### src/rtl/crcfb_pkg.sv
`default_nettype none

package crcfb_pkg;

  localparam logic       ACT_START   = 1'b0;
  localparam logic       ACT_PAYLOAD = 1'b1;

  localparam logic [1:0] REG_START_BYTE = 2'd0;
  localparam logic [1:0] REG_COMMAND_ID = 2'd1;
  localparam logic [1:0] REG_SRC_ID     = 2'd2;
  localparam logic [1:0] REG_DST_ID     = 2'd3;

  localparam logic [7:0]  START_BYTE_RST = 8'hA5;
  localparam logic [15:0] COMMAND_ID_RST = 16'h0301;

  localparam logic [7:0]  CRC8_INIT  = 8'hFF;
  localparam logic [7:0]  CRC8_POLY  = 8'h8C;
  localparam logic [15:0] CRC16_INIT = 16'hFFFF;
  localparam logic [15:0] CRC16_POLY = 16'h8408;

  localparam logic [15:0] LEN_OFFSET = 16'd6;

  localparam logic [3:0] IDX_START    = 4'd0;
  localparam logic [3:0] IDX_LEN_LO   = 4'd1;
  localparam logic [3:0] IDX_LEN_HI   = 4'd2;
  localparam logic [3:0] IDX_SEQ      = 4'd3;
  localparam logic [3:0] IDX_CRC8     = 4'd4;
  localparam logic [3:0] IDX_CMD_LO   = 4'd5;
  localparam logic [3:0] IDX_CMD_HI   = 4'd6;
  localparam logic [3:0] IDX_DID_LO   = 4'd7;
  localparam logic [3:0] IDX_DID_HI   = 4'd8;
  localparam logic [3:0] IDX_SND_LO   = 4'd9;
  localparam logic [3:0] IDX_SND_HI   = 4'd10;
  localparam logic [3:0] IDX_RCV_LO   = 4'd11;
  localparam logic [3:0] IDX_RCV_HI   = 4'd12;
  localparam logic [3:0] IDX_TRL_LO   = 4'd1;
  localparam logic [3:0] IDX_TRL_HI   = 4'd2;

  typedef struct packed {
    logic       action;
    logic [7:0] payload_length;
    logic [15:0] data_id;
    logic [7:0] payload_byte;
  } item_t;

  typedef struct packed {
    logic [7:0]  start_byte;
    logic [15:0] command_id;
    logic [15:0] src_id;
    logic [15:0] dst_id;
  } cfg_t;

  typedef struct packed {
    logic [7:0] out_byte;
    logic       frame_end;
  } beat_t;

  function automatic logic [7:0] crc8_byte(input logic [7:0] crc, input logic [7:0] b);
    logic [7:0] c;
    c = crc ^ b;
    for (int i = 0; i < 8; i++) begin
      c = c[0] ? ((c >> 1) ^ CRC8_POLY) : (c >> 1);
    end
    return c;
  endfunction

  function automatic logic [15:0] crc16_byte(input logic [15:0] crc, input logic [7:0] b);
    logic [15:0] c;
    c = crc ^ {8'h00, b};
    for (int i = 0; i < 8; i++) begin
      c = c[0] ? ((c >> 1) ^ CRC16_POLY) : (c >> 1);
    end
    return c;
  endfunction

endpackage

`default_nettype wire

### src/rtl/crcfb_if.sv
`default_nettype none

interface crcfb_in_if;
  logic        valid;
  logic        ready;
  logic        action;
  logic [7:0]  payload_length;
  logic [15:0] data_id;
  logic [7:0]  payload_byte;

  modport source (output valid, action, payload_length, data_id, payload_byte,
                  input ready);
  modport sink (input valid, action, payload_length, data_id, payload_byte,
                output ready);
endinterface

interface crcfb_out_if;
  logic       valid;
  logic       ready;
  logic [7:0] out_byte;
  logic       frame_end;

  modport source (output valid, out_byte, frame_end, input ready);
  modport sink (input valid, out_byte, frame_end, output ready);
endinterface

`default_nettype wire

### src/rtl/crcfb_in_stage.sv
`default_nettype none

module crcfb_in_stage
  import crcfb_pkg::*;
(
  input  wire logic  clk,
  input  wire logic  rst,
  crcfb_in_if.sink   in,
  input  wire logic  consume,
  output logic       item_valid,
  output item_t      item
);

  always_comb begin
    in.ready = !item_valid || consume;
  end

  always_ff @(posedge clk) begin
    if (rst) begin
      item_valid <= 1'b0;
    end else if (in.ready) begin
      item_valid <= in.valid;
    end
  end

  always_ff @(posedge clk) begin
    if (in.ready && in.valid) begin
      item <= '{action: in.action, payload_length: in.payload_length,
                data_id: in.data_id, payload_byte: in.payload_byte};
    end
  end

endmodule

`default_nettype wire

### src/rtl/crcfb_emitter.sv
`default_nettype none

module crcfb_emitter
  import crcfb_pkg::*;
(
  input  wire logic  clk,
  input  wire logic  rst,
  input  wire cfg_t  cfg,
  input  wire logic  item_valid,
  input  wire item_t item,
  input  wire logic  advance,
  output logic       consume,
  output logic       emit_valid,
  output beat_t      emit_beat
);

  logic [3:0]  idx;
  logic [7:0]  seq;
  logic [15:0] crc16;
  logic [7:0]  crc8;
  logic [7:0]  rem;
  logic        open;

  logic        is_start;
  logic        drop;
  logic        last;
  logic        fire;
  logic        crc_update;
  logic [15:0] len;
  logic [7:0]  hdr_byte;

  always_comb begin
    is_start = (item.action == ACT_START);
    len      = {8'h00, item.payload_length} + LEN_OFFSET;

    case (idx)
      IDX_START:  hdr_byte = cfg.start_byte;
      IDX_LEN_LO: hdr_byte = len[7:0];
      IDX_LEN_HI: hdr_byte = len[15:8];
      IDX_SEQ:    hdr_byte = seq;
      IDX_CRC8:   hdr_byte = crc8;
      IDX_CMD_LO: hdr_byte = cfg.command_id[7:0];
      IDX_CMD_HI: hdr_byte = cfg.command_id[15:8];
      IDX_DID_LO: hdr_byte = item.data_id[7:0];
      IDX_DID_HI: hdr_byte = item.data_id[15:8];
      IDX_SND_LO: hdr_byte = cfg.src_id[7:0];
      IDX_SND_HI: hdr_byte = cfg.src_id[15:8];
      IDX_RCV_LO: hdr_byte = cfg.dst_id[7:0];
      IDX_RCV_HI: hdr_byte = cfg.dst_id[15:8];
      default:    hdr_byte = 8'h00;
    endcase

    emit_beat.frame_end = 1'b0;
    if (is_start) begin
      emit_beat.out_byte = hdr_byte;
    end else begin
      case (idx)
        IDX_START:  emit_beat.out_byte = item.payload_byte;
        IDX_TRL_LO: emit_beat.out_byte = crc16[7:0];
        default: begin
          emit_beat.out_byte  = crc16[15:8];
          emit_beat.frame_end = 1'b1;
        end
      endcase
    end

    if (is_start) begin
      drop = (item.payload_length == 8'd0);
      last = (idx == IDX_RCV_HI);
    end else begin
      drop = (idx == IDX_START) && (!open || rem == 8'd0);
      last = (idx == IDX_TRL_HI) || ((idx == IDX_START) && (rem != 8'd1));
    end

    emit_valid = item_valid && !drop;
    fire       = emit_valid && advance;
    consume    = item_valid && (drop || (advance && last));
    crc_update = is_start || (idx == IDX_START);
  end

  always_ff @(posedge clk) begin
    if (rst) begin
      idx   <= IDX_START;
      seq   <= 8'd0;
      crc16 <= CRC16_INIT;
      crc8  <= CRC8_INIT;
      rem   <= 8'd0;
      open  <= 1'b0;
    end else if (fire) begin
      idx <= last ? IDX_START : idx + 4'd1;
      if (crc_update) begin
        crc16 <= crc16_byte((is_start && idx == IDX_START) ? CRC16_INIT : crc16,
                            emit_beat.out_byte);
      end
      if (is_start) begin
        if (idx == IDX_START) begin
          crc8 <= crc8_byte(CRC8_INIT, hdr_byte);
        end else if (idx < IDX_CRC8) begin
          crc8 <= crc8_byte(crc8, hdr_byte);
        end
        if (last) begin
          rem  <= item.payload_length;
          open <= 1'b1;
        end
      end else begin
        if (idx == IDX_START) begin
          rem <= rem - 8'd1;
        end
        if (idx == IDX_TRL_HI) begin
          open <= 1'b0;
          seq  <= seq + 8'd1;
        end
      end
    end
  end

endmodule

`default_nettype wire

### src/rtl/crcfb_out_stage.sv
`default_nettype none

module crcfb_out_stage
  import crcfb_pkg::*;
(
  input  wire logic  clk,
  input  wire logic  rst,
  input  wire logic  emit_valid,
  input  wire beat_t emit_beat,
  output logic       advance,
  crcfb_out_if.source out
);

  beat_t beat;

  always_comb begin
    advance       = !out.valid || out.ready;
    out.out_byte  = beat.out_byte;
    out.frame_end = beat.frame_end;
  end

  always_ff @(posedge clk) begin
    if (rst) begin
      out.valid <= 1'b0;
    end else if (advance) begin
      out.valid <= emit_valid;
    end
  end

  always_ff @(posedge clk) begin
    if (advance && emit_valid) begin
      beat <= emit_beat;
    end
  end

endmodule

`default_nettype wire

### src/rtl/crc_protected_frame_builder_unit.sv
`default_nettype none

// Frame builder with a CRC-8 protected header and a CRC-16 trailer. A start beat
// (action 0, nonzero length) produces 13 output beats, a payload beat produces one,
// and the final payload beat of a frame produces three (the byte, then the CRC-16
// low and high bytes, frame_end on the last). A start beat with zero length, or a
// payload beat with no open frame, produces nothing. A new input beat is taken in
// the cycle its predecessor hands over its last byte, so throughput is one output
// byte per cycle while the receiver is ready, set by the single byte-wide result
// register behind the input register. A nonzero-length start while a frame is open
// abandons that frame without a trailer and reuses the sequence number.
module crc_protected_frame_builder_unit
  import crcfb_pkg::*;
(
  input  wire logic        clk,
  input  wire logic        rst,
  crcfb_in_if.sink         in,
  crcfb_out_if.source      out,
  input  wire logic        cfg_wen,
  input  wire logic [1:0]  cfg_index,
  input  wire logic [15:0] cfg_data
);

  cfg_t  cfg;
  item_t item;
  beat_t emit_beat;
  logic  item_valid;
  logic  consume;
  logic  emit_valid;
  logic  advance;

  always_ff @(posedge clk) begin
    if (rst) begin
      cfg.start_byte <= START_BYTE_RST;
      cfg.command_id <= COMMAND_ID_RST;
      cfg.src_id     <= 16'd0;
      cfg.dst_id     <= 16'd0;
    end else if (cfg_wen) begin
      case (cfg_index)
        REG_START_BYTE: cfg.start_byte <= cfg_data[7:0];
        REG_COMMAND_ID: cfg.command_id <= cfg_data;
        REG_SRC_ID:     cfg.src_id     <= cfg_data;
        REG_DST_ID:     cfg.dst_id     <= cfg_data;
        default: ;
      endcase
    end
  end

  crcfb_in_stage u_in_stage (
    .clk        (clk),
    .rst        (rst),
    .in         (in),
    .consume    (consume),
    .item_valid (item_valid),
    .item       (item)
  );

  crcfb_emitter u_emitter (
    .clk        (clk),
    .rst        (rst),
    .cfg        (cfg),
    .item_valid (item_valid),
    .item       (item),
    .advance    (advance),
    .consume    (consume),
    .emit_valid (emit_valid),
    .emit_beat  (emit_beat)
  );

  crcfb_out_stage u_out_stage (
    .clk        (clk),
    .rst        (rst),
    .emit_valid (emit_valid),
    .emit_beat  (emit_beat),
    .advance    (advance),
    .out        (out)
  );

endmodule

`default_nettype wire

### src/flat_wrapper.sv
// flat-port wrapper written by rule: the top's interface ports become plain ports
module crc_protected_frame_builder_unit_flat import crcfb_pkg::*;
  (clk, rst, cfg_wen, cfg_index, cfg_data, in_valid, in_action, in_payload_length, in_data_id, in_payload_byte, in_ready, out_valid, out_out_byte, out_frame_end, out_ready);
  crcfb_in_if in_i ();
  crcfb_out_if out_i ();
  input  wire logic clk;
  input  wire logic rst;
  input  wire logic cfg_wen;
  input  wire logic [1:0] cfg_index;
  input  wire logic [15:0] cfg_data;
  input wire logic [$bits(in_i.valid)-1:0] in_valid;
  input wire logic [$bits(in_i.action)-1:0] in_action;
  input wire logic [$bits(in_i.payload_length)-1:0] in_payload_length;
  input wire logic [$bits(in_i.data_id)-1:0] in_data_id;
  input wire logic [$bits(in_i.payload_byte)-1:0] in_payload_byte;
  output wire logic [$bits(in_i.ready)-1:0] in_ready;
  output wire logic [$bits(out_i.valid)-1:0] out_valid;
  output wire logic [$bits(out_i.out_byte)-1:0] out_out_byte;
  output wire logic [$bits(out_i.frame_end)-1:0] out_frame_end;
  input wire logic [$bits(out_i.ready)-1:0] out_ready;
  assign in_i.valid = in_valid;
  assign in_i.action = in_action;
  assign in_i.payload_length = in_payload_length;
  assign in_i.data_id = in_data_id;
  assign in_i.payload_byte = in_payload_byte;
  assign in_ready = in_i.ready;
  assign out_valid = out_i.valid;
  assign out_out_byte = out_i.out_byte;
  assign out_frame_end = out_i.frame_end;
  assign out_i.ready = out_ready;
  crc_protected_frame_builder_unit u_core (.clk(clk), .rst(rst), .in(in_i), .out(out_i), .cfg_wen(cfg_wen), .cfg_index(cfg_index), .cfg_data(cfg_data));
endmodule
### config.mk
export PLATFORM = sky130hd
export DESIGN_NAME = crc_protected_frame_builder_unit_flat
export DESIGN_NICKNAME = d
export VERILOG_FILES = /design/src/rtl/crcfb_pkg.sv /design/src/rtl/crcfb_if.sv /design/src/rtl/crcfb_in_stage.sv /design/src/rtl/crcfb_emitter.sv /design/src/rtl/crcfb_out_stage.sv /design/src/rtl/crc_protected_frame_builder_unit.sv /design/src/flat_wrapper.sv
export SDC_FILE = /design/constraint.sdc
export NUM_CORES = 1
export LEC_CHECK = 0
export BUFFER_PORTS_ARGS = -buffer_cell sky130_fd_sc_hd__buf_2
export CORE_MARGIN = 4
export CORE_UTILIZATION = 30
export CTS_CLUSTER_DIAMETER = 60
export DETAILED_ROUTE_END_ITERATION = 12
export HOLD_SLACK_MARGIN = 0.12
export PLACE_DENSITY = 0.48
export RECOVER_POWER = 25
export SYNTH_ARGS = -nofsm -noshare
export SYNTH_HDL_FRONTEND = slang
export SYNTH_HIERARCHICAL = 1
export SYNTH_SLANG_ARGS = --single-unit
export TNS_END_PERCENT = 1
### constraint.sdc
create_clock -name clk -period 2.77 [get_ports clk]
set_input_delay 0.6925 -clock clk [delete_from_list [all_inputs] [get_ports clk]]
set_output_delay 0.6925 -clock clk [all_outputs]
set_load 0.05 [all_outputs]
==> reports/metrics.yaml, run 1 <==
outcome: "complete, no violations"
grt_pass1_vias: 6339
maxCapViolations: 0
clock-sinks: 145
grt_pass1_wl_mm: 37.1
antenna_found_initial: 0
fmax_ghz: 0.362
rsz0062_at_grt: "yes"
clockPowerShare_pct: 37.9
synth_compound_area_share_pct: 18.2
yosysWarnings: 6
async_flop_share_pct: 0
cts_tree: "yes"
ys_types: 90
synth_area_mm2: 0.00799
synth_xor_xnor_area_share_pct: 6.51
synthCells: 809
required_ps: 3080
synthSimpleGateAreaFrac_pct: 18.1
grt_usage_pct: 16.4
nets: 998
synth.area.top_cells: "dfxtp_1, edfxtp_1, mux2i_1, nand2b_1, xnor2_1"
pwr-share-comb_pct: 21.4
path_clk_slew_ps: 70
post_drt_wl_per_cell_um: 18.8
synth.most_common_cell: "dfxtp_1"
dpl.hpwl_mm: 17.8
finalCriticalPeriod_ps: 2770
cts_hold_buf: 0
timing.final.crit_share_pct: 99.8
die_h_um: 171
p_per_area_mw_per_mm2: 596
die_w_um: 171
dr.pass1.iters: 5
std_cell_rows: 59
syn-num-nets: 873
vdd_drop_max_mv: 0.377
finalWirelength_mm: 24.1
synth_top_area_cell: "dfxtp_1"
muxShareOfSynthArea_pct: 8.81
fin_worst_skew_ps: 15.1
viasPerCell: 5.12
gp_congestion: 0.849
synth_top_family_by_area: "compound AO/OA/AOI/OAI gates"
synth.top_cells.by_count: "dfxtp_1, nand2b_1, mux2i_1"
ys_seq_area_share_pct: 41.6
ios: 67
num_vias: 6564
clockBufferDepth: 2
grt_max_degree: 65
ctsRootBufferMaster: "clkbuf_16"
syn_to_final_growth_pct: 24.6
insertion_delay_ps: 430
leakagePower_nw: 3.91
portBuffers: 66
hold_viol: 0
synth_fa_ha_area_share_pct: 1.25
drt_iter0_markers: 510
tightest_slew_ps: 1370
drive_gt1_share_pct: 26.8
switchingPower_mw: 1.83
grt_overflow_total: 0
synth_edf_count: 42
hold_class: "primary input to flop"
final_cell_area_mm2: 0.00996
dpl-instance-area_mm2: 0.00909
slew_headroom_pct: 8.49
worstSetupEndpointType: "flop"
slew_viol_final: 0
htreeDepth: 4
core_mm2: 0.0261
timing.final.setup_violations: 0
p_int_mw: 4.11
route.antenna.remaining_nets: 0
critPathKind: "flop to flop"
synth.ff_latch_count: 145
start_util_pct: 30.6
cts_made_buffers: 17
synth_flop_cell: "dfxtp_1"
crit_path_start_kind: "flop"
final_core_util_pct: 38.1
power_frac_seq_pct: 40.7
arrival_ps: 3080
crit_path_max_fanout: 8
syn_area_per_cell_um2: 9.88
synth_top_area_share_pct: 25.8
fp.dieArea_mm2: 0.0293
p_sw_share_pct: 30.9
drc: 0
setup_tns_ps: 0
[layer usage]
metal,vias to the layer above,global-route usage (%),part of all wire (%)
li1,3202,-,-
met3,23,2.41,3.9
met4,0,4.72,1.2
met2,146,26.3,47
met1,3193,23.1,48
met5,-,0,0
[path summary, 6_finish.rpt]
path	start	to	slack [ps]	cells past startpoint
hold reg to reg	u_core/cfg[33]$_SDFFE_PP0P_	u_core/cfg[33]$_SDFFE_PP0P_	480	2
hold / removal	in_data_id[4]	u_core/u_in_stage/item[12]$_DFFE_PP_	430	1
setup reg to reg	u_core/u_emitter/idx[1]$_SDFFE_PP0P_	u_core/u_emitter/crc16[9]$_SDFFE_PP1P_	4	12
setup / recovery	u_core/u_emitter/idx[1]$_SDFFE_PP0P_	u_core/u_emitter/crc16[9]$_SDFFE_PP1P_	4	12
[sequential cells by signal (all words and copies together) (netlist names)]
register / cells
u_core/u_out_stage/out.frame_end: 1
u_core/u_emitter/open: 1
u_core/u_out_stage/out.out_byte: 8
u_core/u_in_stage/item: 33
u_core/cfg: 56
u_core/u_emitter/crc16: 16
u_core/u_emitter/rem: 8
u_core/u_emitter/crc8: 8
u_core/u_out_stage/out.valid: 1
u_core/u_in_stage/item_valid: 1
u_core/u_emitter/seq: 8
u_core/u_emitter/idx: 4
[critical path, stage by stage (launching register included)]
cell	delay, ps
dfxtp_4	390
inv_4	50
ha_4	170
buf_12	140
buf_12	130
a222oi_1	310
nand2b_1	170
nor4b_4	340
a211oi_2	120
a211o_1	330
xnor2_2	270
xor2_1	170
o21ai_1	60
[logic make-up after synthesis]
family,after synthesis
AOI/OAI and AO/OA,191
muxes,69
and+or+nand+nor,263
xor gates and xnor gates,56
adders and majority gates,8
buffers and inverters,77
DFF,145
[final cells by class]
| type | instances | area (um2) |
|---|---|---|
| flip-flops and latches | 145 | 3330 |
| fillers | 2663 | 16200 |
| well taps | 335 | 419 |
| diodes | 1 | 2.50 |
| clock buffers | 18 | 429 |
| multi-input cells | 587 | 4390 |
| clock inverters | 14 | 135 |
| repair buffers | 164 | 1180 |
| inverters | 19 | 76.3 |
[metrics by stage]
stage | worst slack (ps) | cells | hold WS (ps) | total power [mW]
after global placement | -141 | 1236 | 460 | 3.64
after global routing | -147 | 1282 | 408 | 6.20
final | 4.37 | 1283 | 429 | 5.94
after floorplan | 46.6 | 809 | 444 | 3.20
after CTS | -4.09 | 1277 | 409 | 5.94
after detailed placement | -170 | 1236 | 465 | 3.64
[power by group through the flow]
stage | combinational [mW] | sequential (mW) | clock, mW
3_5_place_dp | 1.18 | 2.46 | 0
6_report | 1.27 | 2.42 | 2.25
3_3_place_gp | 1.18 | 2.46 | 0
2_1_floorplan | 0.765 | 2.44 | 0
4_1_cts | 1.22 | 2.42 | 2.30
5_1_grt | 1.37 | 2.43 | 2.40
[layout by cell type (no fill, tap or decap), types with 18 or more instances in the layout]
cell type | synthesis | layout
mux2i_1 | 67 | 67
a22oi_1 | 21 | 19
buf_2 | 11 | 61
buf_4 | 6 | 82
edfxtp_1 | 42 | 42
o21ai_0 | 21 | 18
nand2_1 | 50 | 48
xor2_1 | 20 | 20
xnor2_1 | 32 | 29
a21oi_1 | 32 | 31
dfxtp_1 | 103 | 100
nor2_1 | 62 | 62
nand2b_1 | 69 | 69
[what timing repair did]
action                                  4_1_cts  5_1_grt
hold endpoints to repair                      0        0
pin swaps                                    11       27
gates resized for setup                      27       30
buffers inserted                              9        5
endpoints found under the setup margin       23       23
No activity file was read; power rests on OpenSTA's default activity.
==> run 2: changes to the inputs <==
Settings changed: CORE_UTILIZATION 30 to 55, PLACE_DENSITY 0.48 to 0.78.
==> run 2 against run 1 <==
Compared with the run above: the flow now finishes with violations (negative setup slack); fmax shrank 1.7%; critical path depth grew 1; register-to-register slack worse by 50 ps; core utilization up 31 points; via count rose by 2.9%; clock-buffer cell count unchanged; die area decreased by 44%; largest cell class unchanged.
==> reports/metrics.yaml, run 2 (synthesis gave the netlist of run 1 again) <==
slew_viol_final: 0
finalCriticalPeriod_ps: 2810
num_vias: 6757
reg2reg_slack_ps: -40
p_int_mw: 4.21
post_drt_wl_per_cell_um: 19.4
maxCapViolations: 0
pwr-share-comb_pct: 20.5
leakagePower_nw: 3.87
top_regs: "u_core/cfg x56, u_core/u_in_stage/item x33, u_core/u_emitter/crc16 x16"
crit_path_max_incr_delay_ps: 360
hold_class: "primary input to flop"
crit_chain: "inv_2 -> ha_4 -> buf_6 -> buf_6 -> a221oi_2 -> a311oi_1 -> a211o_1 -> or2_1 -> a221oi_2 -> xnor2_1 -> buf_4 -> nor3_1 -> a221oi_1"
die_h_um: 129
fp.dieArea_mm2: 0.0165
required_ps: 3090
hold_viol: 0
holdWs_ps: 438
arrival_ps: 3130
htreeDepth: 4
violations: "negative setup slack"
top_register: "u_core/cfg"
drt_iter0_markers: 685
die_w_um: 129
vdd_drop_max_mv: 0.736
nFillCells: 1074
route.antenna.remaining_nets: 0
dp.cells: 1073
p_sw_share_pct: 28.7
drc: 0
largest_register_ffs: 56
grt_pass1_wl_mm: 33.4
grt_usage_pct: 25.9
syn_to_final_growth_pct: 21.4
ios: 67
tightest_slew_ps: 835
drive_gt1_share_pct: 26.5
cts_made_buffers: 17
clockBufferDepth: 2
grt_max_degree: 50
place_ws_ps: -141
insertion_delay_ps: 430
grt_overflow_total: 0
timing.final.setup_violations: 6
start_util_pct: 56.9
slew_headroom_pct: 44.3
layout_commonest_cell: "dfxtp_1"
ctsRootBufferMaster: "clkbuf_16"
finalWirelength_mm: 21.7
timing.final.crit_share_pct: 102
antenna_found_initial: 0
rsz0062_at_grt: "yes"
grt_pass1_vias: 6273
final_cell_count_no_fill: 1121
critPathKind: "flop to flop"
worstSetupEndpointType: "flop"
dpl.hpwl_mm: 15.5
crit_path_start_kind: "flop"
setup_ws_ps: -43.6
switchingPower_mw: 1.69
path_clk_slew_ps: 70
gp_congestion: 0.941
std_cell_rows: 43
cp_slowest_cell: "dfxtp_4"
p_per_area_mw_per_mm2: 608
final_core_util_pct: 69.1
power_frac_seq_pct: 40.9
crit_path_max_fanout: 9
diodes: 0
fin_worst_skew_ps: 10.6
dr.pass1.iters: 6
viasPerCell: 6.03
clock-sinks: 145
core_mm2: 0.0140
outcome: "finished with violations"
nets: 992
clockPowerShare_pct: 38.5
cts_tree: "yes"
cts_hold_buf: 0
portBuffers: 66
final_cell_mix: "dfxtp_1, buf_4, nand2b_1"
fmax_ghz: 0.355
-- run 2: what timing repair did --
item,CTS,global route
endpoints found under the hold margin,0,0
setup endpoints to repair,14,22
pin swaps,8,22
setup buffers,5,10
gates resized for setup,15,35
gates cloned,0,1
-- run 2: per-stage QoR --
step | setup TNS (ps) | cell area, um2 | power (mW)
after floorplan | 0 | 7990 | 3.20
after global placement | -134 | 8810 | 3.55
after detailed placement | -688 | 8810 | 3.57
after CTS | -70.5 | 9480 | 5.86
after global routing | -1120 | 9700 | 6.13
final | -121 | 9700 | 5.90
-- run 2: per-layer routing --
layer	GRT usage [%]	share of wire [%]
met5	0	0
met4	7.97	2.7
met3	6.77	7.3
met2	40.4	46
met1	35.5	43
-- run 2: layout make-up --
type / instances / area (um2) / area share (%)
clock buffers: 18 / 429 / 4.42
repair buffers: 158 / 1110 / 11.4
inverters: 19 / 71.3 / 0.735
well taps: 180 / 225 / 2.32
flip-flops and latches: 145 / 3330 / 34.3
multi-input cells: 587 / 4390 / 45.2
clock inverters: 14 / 154 / 1.59
-- run 2: final timing paths --
kind | from | end | cells past startpoint
setup / recovery | u_core/u_emitter/idx[0]$_SDFFE_PP0P_ | u_core/u_emitter/crc16[1]$_SDFFE_PP1P_ | 13
hold / removal | in_data_id[14] | u_core/u_in_stage/item[22]$_DFFE_PP_ | 1
setup reg to reg | u_core/u_emitter/idx[0]$_SDFFE_PP0P_ | u_core/u_emitter/crc16[1]$_SDFFE_PP1P_ | 13
hold reg to reg | u_core/cfg[34]$_SDFFE_PP0P_ | u_core/cfg[34]$_SDFFE_PP0P_ | 2
-- run 2: worst max-delay path: cells and delay by family (launching register included) --
kind / cells / cell delay (ps)
buf+inv: 4 / 490
fa+ha+maj: 1 / 170
xor+xnor: 1 / 150
simple gates: 2 / 320
flops: 1 / 360
compound gates: 5 / 1200
-- run 2: power groups by stage --
stage               logic, mW  registers (mW)  clock network, mW
finish                   1.21            2.41               2.27
global route             1.30            2.42               2.41
CTS                      1.15            2.41               2.30
detailed placement       1.12            2.45                  0
global placement         1.09            2.45                  0
floorplan               0.765            2.44                  0
